`src/hdl/hkrb_pkg.sv`:
```
//------------------------------------------------------------------------------
// hkrb_pkg: shared types and constants for the keyboard report builder
// Event kinds, controller states and the command/status bundles that join
// the controller to the datapath.
//------------------------------------------------------------------------------
`default_nettype none

package hkrb_pkg;

    // Default number of key table slots.
    localparam int KEY_SLOTS_DEF = 6;
    // Number of key bytes that a report carries.
    localparam int REPORT_SLOTS  = 6;

    localparam int IN_DATA_W  = 24;
    localparam int IN_USER_W  = 2;
    localparam int OUT_DATA_W = 64;

    // Modifier usage range.
    localparam logic [7:0] MOD_FIRST = 8'hE0;
    localparam logic [7:0] MOD_LAST  = 8'hE7;

    // Reset value of the report identifier register.
    localparam logic [7:0] REPORT_ID_RST = 8'd1;

    typedef enum logic [1:0] {
        KIND_KEY     = 2'd0,
        KIND_KEY_MOD = 2'd1,
        KIND_TAP     = 2'd2,
        KIND_NONE    = 2'd3
    } t_kind;

    typedef enum logic [2:0] {
        S_IDLE,
        S_EXEC,
        S_EMIT_PRE,
        S_REL,
        S_EMIT
    } t_state;

    typedef struct packed {
        logic load;       // capture the incoming event
        logic tbl_en;     // write the key table
        logic tbl_press;  // 1 insert, 0 remove
        logic mod_en;     // write the modifier byte
        logic emit;       // load the output register
        logic emit_last;  // tlast of the report being loaded
    } t_dp_cmd;

    typedef struct packed {
        t_kind kind;
        logic  pressed;
        logic  mod_hit;    // selected usage is a modifier
        logic  press_chg;  // insertion would change the table
        logic  rel_chg;    // removal counts as a change
        logic  mod_chg;    // modifier update would change the byte
        logic  out_free;   // output register can take a report
    } t_dp_stat;

endpackage

`default_nettype wire

```
`src/hdl/hkrb_ctrl.sv`:
```
//------------------------------------------------------------------------------
// hkrb_ctrl: event sequencing state machine
// Steps each event through its update and, on a change, a final report; a tap
// runs update, optional press report, release update and final report.
//------------------------------------------------------------------------------
`default_nettype none

module hkrb_ctrl
    import hkrb_pkg::*;
(
    input  wire logic     i_clk,
    input  wire logic     i_rst_n,
    input  wire logic     i_in_valid,
    output logic          o_in_ready,
    input  wire t_dp_stat i_stat,
    output t_dp_cmd       o_cmd
);

    t_state r_state;
    t_state n_state;

    always_ff @(posedge i_clk) begin
        if (!i_rst_n) begin
            r_state <= S_IDLE;
        end else begin
            r_state <= n_state;
        end
    end

    // Next state.
    always_comb begin
        n_state = r_state;
        unique case (r_state)
            S_IDLE: begin
                if (i_in_valid) begin
                    n_state = S_EXEC;
                end
            end
            S_EXEC: begin
                unique case (i_stat.kind)
                    KIND_KEY: begin
                        if (i_stat.mod_hit ? i_stat.mod_chg
                                : (i_stat.pressed ? i_stat.press_chg : i_stat.rel_chg)) begin
                            n_state = S_EMIT;
                        end else begin
                            n_state = S_IDLE;
                        end
                    end
                    KIND_KEY_MOD: begin
                        if ((i_stat.pressed ? i_stat.press_chg : i_stat.rel_chg)
                                || i_stat.mod_chg) begin
                            n_state = S_EMIT;
                        end else begin
                            n_state = S_IDLE;
                        end
                    end
                    KIND_TAP: begin
                        n_state = i_stat.press_chg ? S_EMIT_PRE : S_REL;
                    end
                    default: begin
                        n_state = S_IDLE;
                    end
                endcase
            end
            S_EMIT_PRE: begin
                if (i_stat.out_free) begin
                    n_state = S_REL;
                end
            end
            S_REL: begin
                n_state = S_EMIT;
            end
            S_EMIT: begin
                if (i_stat.out_free) begin
                    n_state = S_IDLE;
                end
            end
            default: begin
                n_state = S_IDLE;
            end
        endcase
    end

    // Commands.
    always_comb begin
        o_cmd      = '0;
        o_in_ready = 1'b0;
        unique case (r_state)
            S_IDLE: begin
                // No event is taken while reset is held.
                o_in_ready = i_rst_n;
                o_cmd.load = i_in_valid && i_rst_n;
            end
            S_EXEC: begin
                unique case (i_stat.kind)
                    KIND_KEY: begin
                        o_cmd.mod_en    = i_stat.mod_hit;
                        o_cmd.tbl_en    = !i_stat.mod_hit;
                        o_cmd.tbl_press = i_stat.pressed;
                    end
                    KIND_KEY_MOD: begin
                        o_cmd.mod_en    = 1'b1;
                        o_cmd.tbl_en    = 1'b1;
                        o_cmd.tbl_press = i_stat.pressed;
                    end
                    KIND_TAP: begin
                        o_cmd.tbl_en    = 1'b1;
                        o_cmd.tbl_press = 1'b1;
                    end
                    default: begin
                        o_cmd.tbl_en = 1'b0;
                    end
                endcase
            end
            S_EMIT_PRE: begin
                o_cmd.emit      = i_stat.out_free;
                o_cmd.emit_last = 1'b0;
            end
            S_REL: begin
                o_cmd.tbl_en    = 1'b1;
                o_cmd.tbl_press = 1'b0;
            end
            S_EMIT: begin
                o_cmd.emit      = i_stat.out_free;
                o_cmd.emit_last = 1'b1;
            end
            default: begin
                o_in_ready = 1'b0;
            end
        endcase
    end

endmodule

`default_nettype wire

```
`src/hdl/hkrb_datapath.sv`:
```
//------------------------------------------------------------------------------
// hkrb_datapath: key table, modifier byte and report register
// Holds the event being worked on, computes insertion, removal and modifier
// updates, and keeps the outgoing report.
//------------------------------------------------------------------------------
`default_nettype none

module hkrb_datapath
    import hkrb_pkg::*;
#(
    parameter int KEY_SLOTS = KEY_SLOTS_DEF
) (
    input  wire logic                  i_clk,
    input  wire logic                  i_rst_n,
    input  wire logic [IN_DATA_W-1:0]  i_in_data,
    input  wire logic [IN_USER_W-1:0]  i_in_user,
    input  wire logic                  i_cfg_wr_en,
    input  wire logic [7:0]            i_cfg_wr_data,
    input  wire t_dp_cmd               i_cmd,
    output t_dp_stat                   o_stat,
    output logic                       o_out_valid,
    input  wire logic                  i_out_ready,
    output logic [OUT_DATA_W-1:0]      o_out_data,
    output logic                       o_out_last
);

    logic [KEY_SLOTS-1:0][7:0] r_table;
    logic [KEY_SLOTS-1:0][7:0] n_press;
    logic [KEY_SLOTS-1:0][7:0] n_rel;
    logic [KEY_SLOTS-1:0][7:0] w_shift;
    logic [7:0]                r_mods;
    logic [7:0]                n_mods;
    logic [7:0]                r_rid;
    t_kind                     r_kind;
    logic [7:0]                r_code;
    logic [7:0]                r_mkey;
    logic                      r_press;
    logic                      r_out_valid;
    logic [OUT_DATA_W-1:0]     r_out_data;
    logic                      r_out_last;
    logic [7:0]                w_usage;
    logic [7:0]                w_mask;
    logic                      w_press_chg;
    logic                      w_rel_chg;
    logic [REPORT_SLOTS*8-1:0] w_slots;

    // Insertion: the first slot that holds the code or is empty decides.
    always_comb begin
        logic seen;
        logic hit;
        seen        = 1'b0;
        w_press_chg = 1'b0;
        for (int j = 0; j < KEY_SLOTS; j++) begin
            hit = (r_table[j] == r_code) || (r_table[j] == 8'd0);
            if (hit && !seen && (r_table[j] != r_code)) begin
                n_press[j]  = r_code;
                w_press_chg = 1'b1;
            end else begin
                n_press[j] = r_table[j];
            end
            seen = seen | hit;
        end
    end

    // Removal: from the first matching slot on, later slots move down one.
    assign w_shift = r_table >> 8;

    always_comb begin
        logic seen;
        seen = 1'b0;
        for (int j = 0; j < KEY_SLOTS; j++) begin
            seen     = seen | (r_table[j] == r_code);
            n_rel[j] = seen ? w_shift[j] : r_table[j];
        end
        w_rel_chg = seen;
    end

    // Modifier usage comes from the key code for plain key events.
    assign w_usage = (r_kind == KIND_KEY_MOD) ? r_mkey : r_code;
    assign w_mask  = ((w_usage >= MOD_FIRST) && (w_usage <= MOD_LAST))
                   ? (8'd1 << w_usage[2:0]) : 8'd0;
    assign n_mods  = r_press ? (r_mods | w_mask) : (r_mods & ~w_mask);

    always_comb begin
        w_slots = '0;
        for (int i = 0; i < REPORT_SLOTS; i++) begin
            if (i < KEY_SLOTS) begin
                w_slots[i*8 +: 8] = r_table[i];
            end
        end
    end

    always_ff @(posedge i_clk) begin
        if (!i_rst_n) begin
            r_table     <= '0;
            r_mods      <= 8'd0;
            r_rid       <= REPORT_ID_RST;
            r_out_valid <= 1'b0;
        end else begin
            if (i_cfg_wr_en) begin
                r_rid <= i_cfg_wr_data;
            end
            if (i_cmd.tbl_en) begin
                r_table <= i_cmd.tbl_press ? n_press : n_rel;
            end
            if (i_cmd.mod_en) begin
                r_mods <= n_mods;
            end
            if (i_cmd.emit) begin
                r_out_valid <= 1'b1;
            end else if (i_out_ready) begin
                r_out_valid <= 1'b0;
            end
        end
    end

    always_ff @(posedge i_clk) begin
        if (i_cmd.load) begin
            r_kind  <= t_kind'(i_in_user);
            r_code  <= i_in_data[7:0];
            r_mkey  <= i_in_data[15:8];
            r_press <= i_in_data[16];
        end
        if (i_cmd.emit) begin
            r_out_data <= {w_slots, r_mods, r_rid};
            r_out_last <= i_cmd.emit_last;
        end
    end

    assign o_stat.kind      = r_kind;
    assign o_stat.pressed   = r_press;
    assign o_stat.mod_hit   = (w_mask != 8'd0);
    assign o_stat.press_chg = w_press_chg;
    assign o_stat.rel_chg   = w_rel_chg;
    assign o_stat.mod_chg   = (n_mods != r_mods);
    assign o_stat.out_free  = !r_out_valid || i_out_ready;

    assign o_out_valid = r_out_valid;
    assign o_out_data  = r_out_data;
    assign o_out_last  = r_out_last;

endmodule

`default_nettype wire

```
`src/hdl/hid_keyboard_report_builder_top.sv`:
```
//------------------------------------------------------------------------------
// hid_keyboard_report_builder_top: boot keyboard report builder
// Turns key press, release and tap events into keyboard reports that carry
// a report identifier, the modifier byte and up to six pressed key codes.
//------------------------------------------------------------------------------
//  Channel   Direction  Contents
//  s_axis    in         key events: kind in tuser, key code, modifier, press
//  m_axis    out        keyboard reports, tlast on the final one per event
//  cfg       in         report identifier write
//
// A reporting key event steps through capture, table and modifier update, and
// report load. A tap that changes the table updates the table twice and loads
// two reports; other taps load only the final report.
// s_axis_tready is high only while the controller in hkrb_ctrl is idle and out
// of reset, so a report waiting in the output register stalls the next one.
// Reset is synchronous, active low: empty key table, modifiers zero, ident one.
//------------------------------------------------------------------------------
`default_nettype none

module hid_keyboard_report_builder_top
    import hkrb_pkg::*;
#(
    parameter int KEY_SLOTS = KEY_SLOTS_DEF
) (
    input  wire logic                  i_clk,
    input  wire logic                  i_rst_n,
    // Event input.
    input  wire logic                  s_axis_tvalid,
    output logic                       s_axis_tready,
    // [7:0] key_code, [15:8] mod_key, [16] pressed, [23:17] zero
    input  wire logic [IN_DATA_W-1:0]  s_axis_tdata,
    // [1:0] kind
    input  wire logic [IN_USER_W-1:0]  s_axis_tuser,
    // Report output.
    output logic                       m_axis_tvalid,
    input  wire logic                  m_axis_tready,
    // [7:0] kbd_rid, [15:8] modifiers, [63:16] key_slots
    output logic [OUT_DATA_W-1:0]      m_axis_tdata,
    output logic                       m_axis_tlast,
    // Report identifier register.
    input  wire logic                  i_cfg_wr_en,
    input  wire logic [7:0]            i_cfg_wr_data
);

    t_dp_cmd  w_cmd;
    t_dp_stat w_stat;

    // The controller sequences each transaction; the datapath holds the event, key table, modifiers and report.
    hkrb_ctrl u_ctrl (
        .i_clk      (i_clk),
        .i_rst_n    (i_rst_n),
        .i_in_valid (s_axis_tvalid),
        .o_in_ready (s_axis_tready),
        .i_stat     (w_stat),
        .o_cmd      (w_cmd)
    );

    hkrb_datapath #(
        .KEY_SLOTS (KEY_SLOTS)
    ) u_datapath (
        .i_clk         (i_clk),
        .i_rst_n       (i_rst_n),
        .i_in_data     (s_axis_tdata),
        .i_in_user     (s_axis_tuser),
        .i_cfg_wr_en   (i_cfg_wr_en),
        .i_cfg_wr_data (i_cfg_wr_data),
        .i_cmd         (w_cmd),
        .o_stat        (w_stat),
        .o_out_valid   (m_axis_tvalid),
        .i_out_ready   (m_axis_tready),
        .o_out_data    (m_axis_tdata),
        .o_out_last    (m_axis_tlast)
    );

`ifndef SYNTHESIS
    // A report is only loaded when the output register can take it.
    a_emit_free: assert property (@(posedge i_clk) disable iff (!i_rst_n)
        w_cmd.emit |-> (!m_axis_tvalid || m_axis_tready))
        else $error("report loaded over an untaken report");

    // While taking a new event the controller issues no update or report.
    a_idle_quiet: assert property (@(posedge i_clk) disable iff (!i_rst_n)
        s_axis_tready |-> (!w_cmd.tbl_en && !w_cmd.mod_en && !w_cmd.emit))
        else $error("work issued while accepting an event");

    // Taps never touch the modifier byte.
    a_tap_no_mod: assert property (@(posedge i_clk) disable iff (!i_rst_n)
        w_cmd.mod_en |-> (w_stat.kind != KIND_TAP))
        else $error("modifier update during a tap");

    // A report is loaded only in the cycle after the controller left idle
    // or later, never together with capturing an event.
    a_no_load_emit: assert property (@(posedge i_clk) disable iff (!i_rst_n)
        w_cmd.load |-> !w_cmd.emit)
        else $error("event captured while loading a report");
`endif

endmodule

`default_nettype wire

```
`config.mk`:
```
export PLATFORM = sky130hd
export DESIGN_NAME = hid_keyboard_report_builder_top
export DESIGN_NICKNAME = d
export VERILOG_FILES = /design/src/hdl/hkrb_pkg.sv /design/src/hdl/hkrb_ctrl.sv /design/src/hdl/hkrb_datapath.sv /design/src/hdl/hid_keyboard_report_builder_top.sv
export SDC_FILE = /design/constraint.sdc
export NUM_CORES = 1
export LEC_CHECK = 0
export ABC_AREA = 1
export ABC_CLOCK_PERIOD_IN_PS = 4000
export BUFFER_PORTS_ARGS = -buffer_cell sky130_fd_sc_hd__buf_2
export CORE_MARGIN = 5
export CORE_UTILIZATION = 45
export DETAILED_ROUTE_END_ITERATION = 10
export GPL_TIMING_DRIVEN = 1
export PLACE_DENSITY_LB_ADDON = 0.05
export RECOVER_POWER = 50
export SETUP_SLACK_MARGIN = 0.02
export SKIP_CTS_REPAIR_TIMING = 1
export SLEW_MARGIN = 20
export SYNTH_ARGS = -nofsm -noshare
export SYNTH_HDL_FRONTEND = slang
export SYNTH_SLANG_ARGS = --single-unit
```
`constraint.sdc`:
```
create_clock -name i_clk -period 4 [get_ports i_clk]
set_input_delay 0.2 -clock i_clk [delete_from_list [all_inputs] [get_ports i_clk]]
set_output_delay 0.2 -clock i_clk [all_outputs]
set_load 0.01 [all_outputs]
```
==> flow_metrics.env <==
export IMPL_critical_path_buf_inv_count=3
export IMPL_yosysSeqAreaShare=0.550
export IMPL_cpMaxStageDelayCell="nand3_1"
export IMPL_avgSynthCellArea_um2=8.67
export IMPL_r2r_end="u_datapath.r_table[9]$_SDFFE_PN0P_"
export IMPL_finalCriticalPeriod_ps=2730
export IMPL_async_flop_share=0
export IMPL_max_stage_delay_ps=480
export IMPL_core_um2=15300
export IMPL_htree_num_levels=4
export IMPL_worst_slew_pin_slew_ps=1630
export IMPL_fin_setup_tns_ps=0
export IMPL_initial_utilization=0.461
export IMPL_dieArea_um2=18300
export IMPL_crit_fanout=13
export IMPL_power_per_cell_area_nw_per_um2=445
export IMPL_placed_area_um2=7710
export IMPL_endpoint="u_datapath.r_table[9]$_SDFFE_PN0P_"
export IMPL_drt_initial_drc_count=425
export IMPL_clockBufferDepth=2
export IMPL_setup_viol=0
export IMPL_rows=45
export IMPL_synth_edf_count=84
export IMPL_grt_max_degree=40
export IMPL_regToRegSetupSlack_ps=1270
export IMPL_stdcell_area_um2=8440
export IMPL_root_buffer="clkbuf_16"
export IMPL_synth_cell_types=38
export IMPL_layout_drive_gt1_share=0.127
export IMPL_start_kind="register"
export IMPL_multi_input_area_um2=2600
export IMPL_leakagePower_uw=0.00332
export IMPL_final_hold_violation_count=0
export IMPL_critPathCaptureType="register"
export IMPL_grt_usage=0.207
export IMPL_reg2reg_from="u_datapath.r_kind[1]$_DFFE_PP_"
export IMPL_crit_cells=13
export IMPL_via_per_inst=5.12
export IMPL_cts_made_buffers=17
export IMPL_critical_path_top_delay_family="simple AND/OR/NAND/NOR gates"
export IMPL_num_antenna_cells=0
export IMPL_tritoncts="built"
export IMPL_drtAntennaViolNets=0
export IMPL_max_clock_freq_mhz=367
export IMPL_crit_required_ps=4300
export IMPL_netlist_instances=814
export IMPL_final_cell_mix="nand2_1 (199), inv_1 (85), edfxtp_1 (84)"
export IMPL_max_slew_margin=-0.0888
export IMPL_clk_latency_ps=430
export IMPL_dp_hpwl_mm=13.2
export IMPL_grt_pass1_vias=5583
export IMPL_slew_viol_final=40
export IMPL_gp_congestion=0.860
export IMPL_yosysWarnings=0
export IMPL_clock_sinks=152
export IMPL_die_w_um=135
export IMPL_critPathLaunch="u_datapath.r_kind[1]$_DFFE_PP_"
export IMPL_synthFlopType="edfxtp_1"
export IMPL_syn_num_nets=857
export IMPL_antenna_found_initial=0
export IMPL_wire_per_inst_um=16.3
export IMPL_portBuffers=98
export IMPL_seq_area_um2=3880
export IMPL_crit_arrival_ps=3030
export IMPL_critPathKind="register to register"
export IMPL_hp_class="primary input to register"
export IMPL_postRouteWirelength_mm=18.8
export IMPL_layout_commonest_cell="nand2_1"
export IMPL_drc=1
export IMPL_first_pass_iters=10
export IMPL_nets=972
export IMPL_clock_skew_ps=12.7
export IMPL_nFillCells=1458
export IMPL_crit_path_cell_trace="inv_1 -> ha_1 -> inv_2 -> nor2_1 -> nand4_1 -> nand3_1 -> nand2_1 -> nand2_1 -> nand2_2 -> nand3_1 -> inv_1 -> o21ai_0 -> a31oi_1"
export IMPL_drv_cap=1
export IMPL_die_y_um=135
export IMPL_status="finished, violations left"
export IMPL_io_pins=106
export IMPL_peakVddDrop_mv=0.293
export IMPL_violations="DRC, capacitance limit, slew limit"
export IMPL_rsz0062_at_grt="no"
export IMPL_r2r_cells=13
export IMPL_area_growth_synth_to_final_pct=19.6
export IMPL_grt_pass1_wl_mm=29.2
export IMPL_grt_ovfl_total=0
export IMPL_synth_cell_area_um2=7060
export IMPL_clk_pin_slew_ps=60
export IMPL_vias=5907
export IMPL_post_route_period_util=0.681
export IMPL_ys_ff_latch=152
[synth_stat cells, drive strengths merged, types with 2 or more instances]
| library cell | count | area [µm²] |
|---|---|---|
| a211oi | 20 | 150 |
| a21oi | 38 | 190 |
| a31oi | 18 | 125 |
| buf | 17 | 130 |
| clkbuf | 10 | 37.5 |
| clkinv | 2 | 7.51 |
| dfxtp | 68 | 1360 |
| edfxtp | 84 | 2520 |
| ha | 4 | 50.1 |
| inv | 106 | 413 |
| nand2 | 207 | 797 |
| nand3 | 28 | 163 |
| nand3b | 2 | 15.0 |
| nand4 | 23 | 144 |
| nor2 | 83 | 327 |
| nor3 | 6 | 30.0 |
| o211ai | 2 | 20.0 |
| o21ai | 76 | 399 |
| or2 | 2 | 12.5 |
| xnor2 | 14 | 123 |
[logic make-up (layout without fill, tap and decap cells)]
kind of cell / after synthesis / after routing / share of synthesized area
adder cells (fa/ha/maj): 4 / 4 / 0.00709
AND/OR/NAND/NOR: 352 / 352 / 0.212
XOR/XNOR: 14 / 14 / 0.0174
buffers and inverters: 135 / 263 / 0.0833
AO/OA/AOI/OAI: 157 / 157 / 0.130
flip-flops: 152 / 152 / 0.550
[tightest hold or removal path, cell delays in order]
cell	delay, ps
buf_2	80
nand2_1	40
nand3_1	70
[where the power goes]
part           total, µW  leakage, µW  internal, µW  switching [µW]
logic                331      0.00171           113             218
clock network       1670     0.000290          1040             626
registers           1750      0.00132          1710            46.2
total               3750      0.00332          2860             891
[how the worst min path moves through the flow]
stage | cells past startpoint | start | endpoint | slack, ps
after CTS | 1 | s_axis_tdata[1] | u_datapath.r_code[1]$_DFFE_PP_ | -80
final | 3 | i_cfg_wr_data[0] | u_datapath.r_rid[0]$_SDFFE_PN1P_ | 0.3
after global placement | 1 | s_axis_tdata[16] | u_datapath.r_press$_DFFE_PP_ | 380
after floorplan | 0 | s_axis_tdata[0] | u_datapath.r_code[0]$_DFFE_PP_ | 300
after global routing | 3 | i_cfg_wr_data[5] | u_datapath.r_rid[5]$_SDFFE_PN0P_ | 5
after detailed placement | 1 | s_axis_tdata[15] | u_datapath.r_mkey[7]$_DFFE_PP_ | 380
[layer usage]
metal / global-route usage / part of all wire
met5: 0 / 0
met4: 0.0907 / 0.024
met3: 0.0468 / 0.060
met2: 0.314 / 0.45
met1: 0.285 / 0.46
[per-stage QoR]
stage	total power [µW]	util	hold slack (ps)	worst slack, ps	instances
after floorplan	1990	-	299	1030	814
after global placement	2100	0.503	376	1420	1101
after detailed placement	2110	0.503	378	1350	1101
after CTS	3770	0.543	-76.2	1330	1133
after global routing	3900	0.551	4.98	864	1153
final	3750	0.551	0.334	1270	1153
[sequential cells by signal, summed over array words and instances, names as in the netlist]
signal                  cells
u_datapath.r_mods           8
u_datapath.r_mkey           8
u_ctrl.r_state              3
u_datapath.r_rid            8
u_datapath.o_out_data      64
u_datapath.o_out_valid      1
u_datapath.r_table         48
u_datapath.r_code           8
u_datapath.r_press          1
u_datapath.r_kind           2
u_datapath.o_out_last       1
[layout make-up]
type / instances / area share
Clock buffer: 20 / 0.0517
Clock inverter: 12 / 0.0208
Inverter: 108 / 0.0498
Multi-Input combinational cell: 527 / 0.308
Sequential cell: 152 / 0.460
Tap cell: 211 / 0.0313
Timing Repair Buffer: 123 / 0.0784
Note: power is estimated with default switching activity, not from simulation.
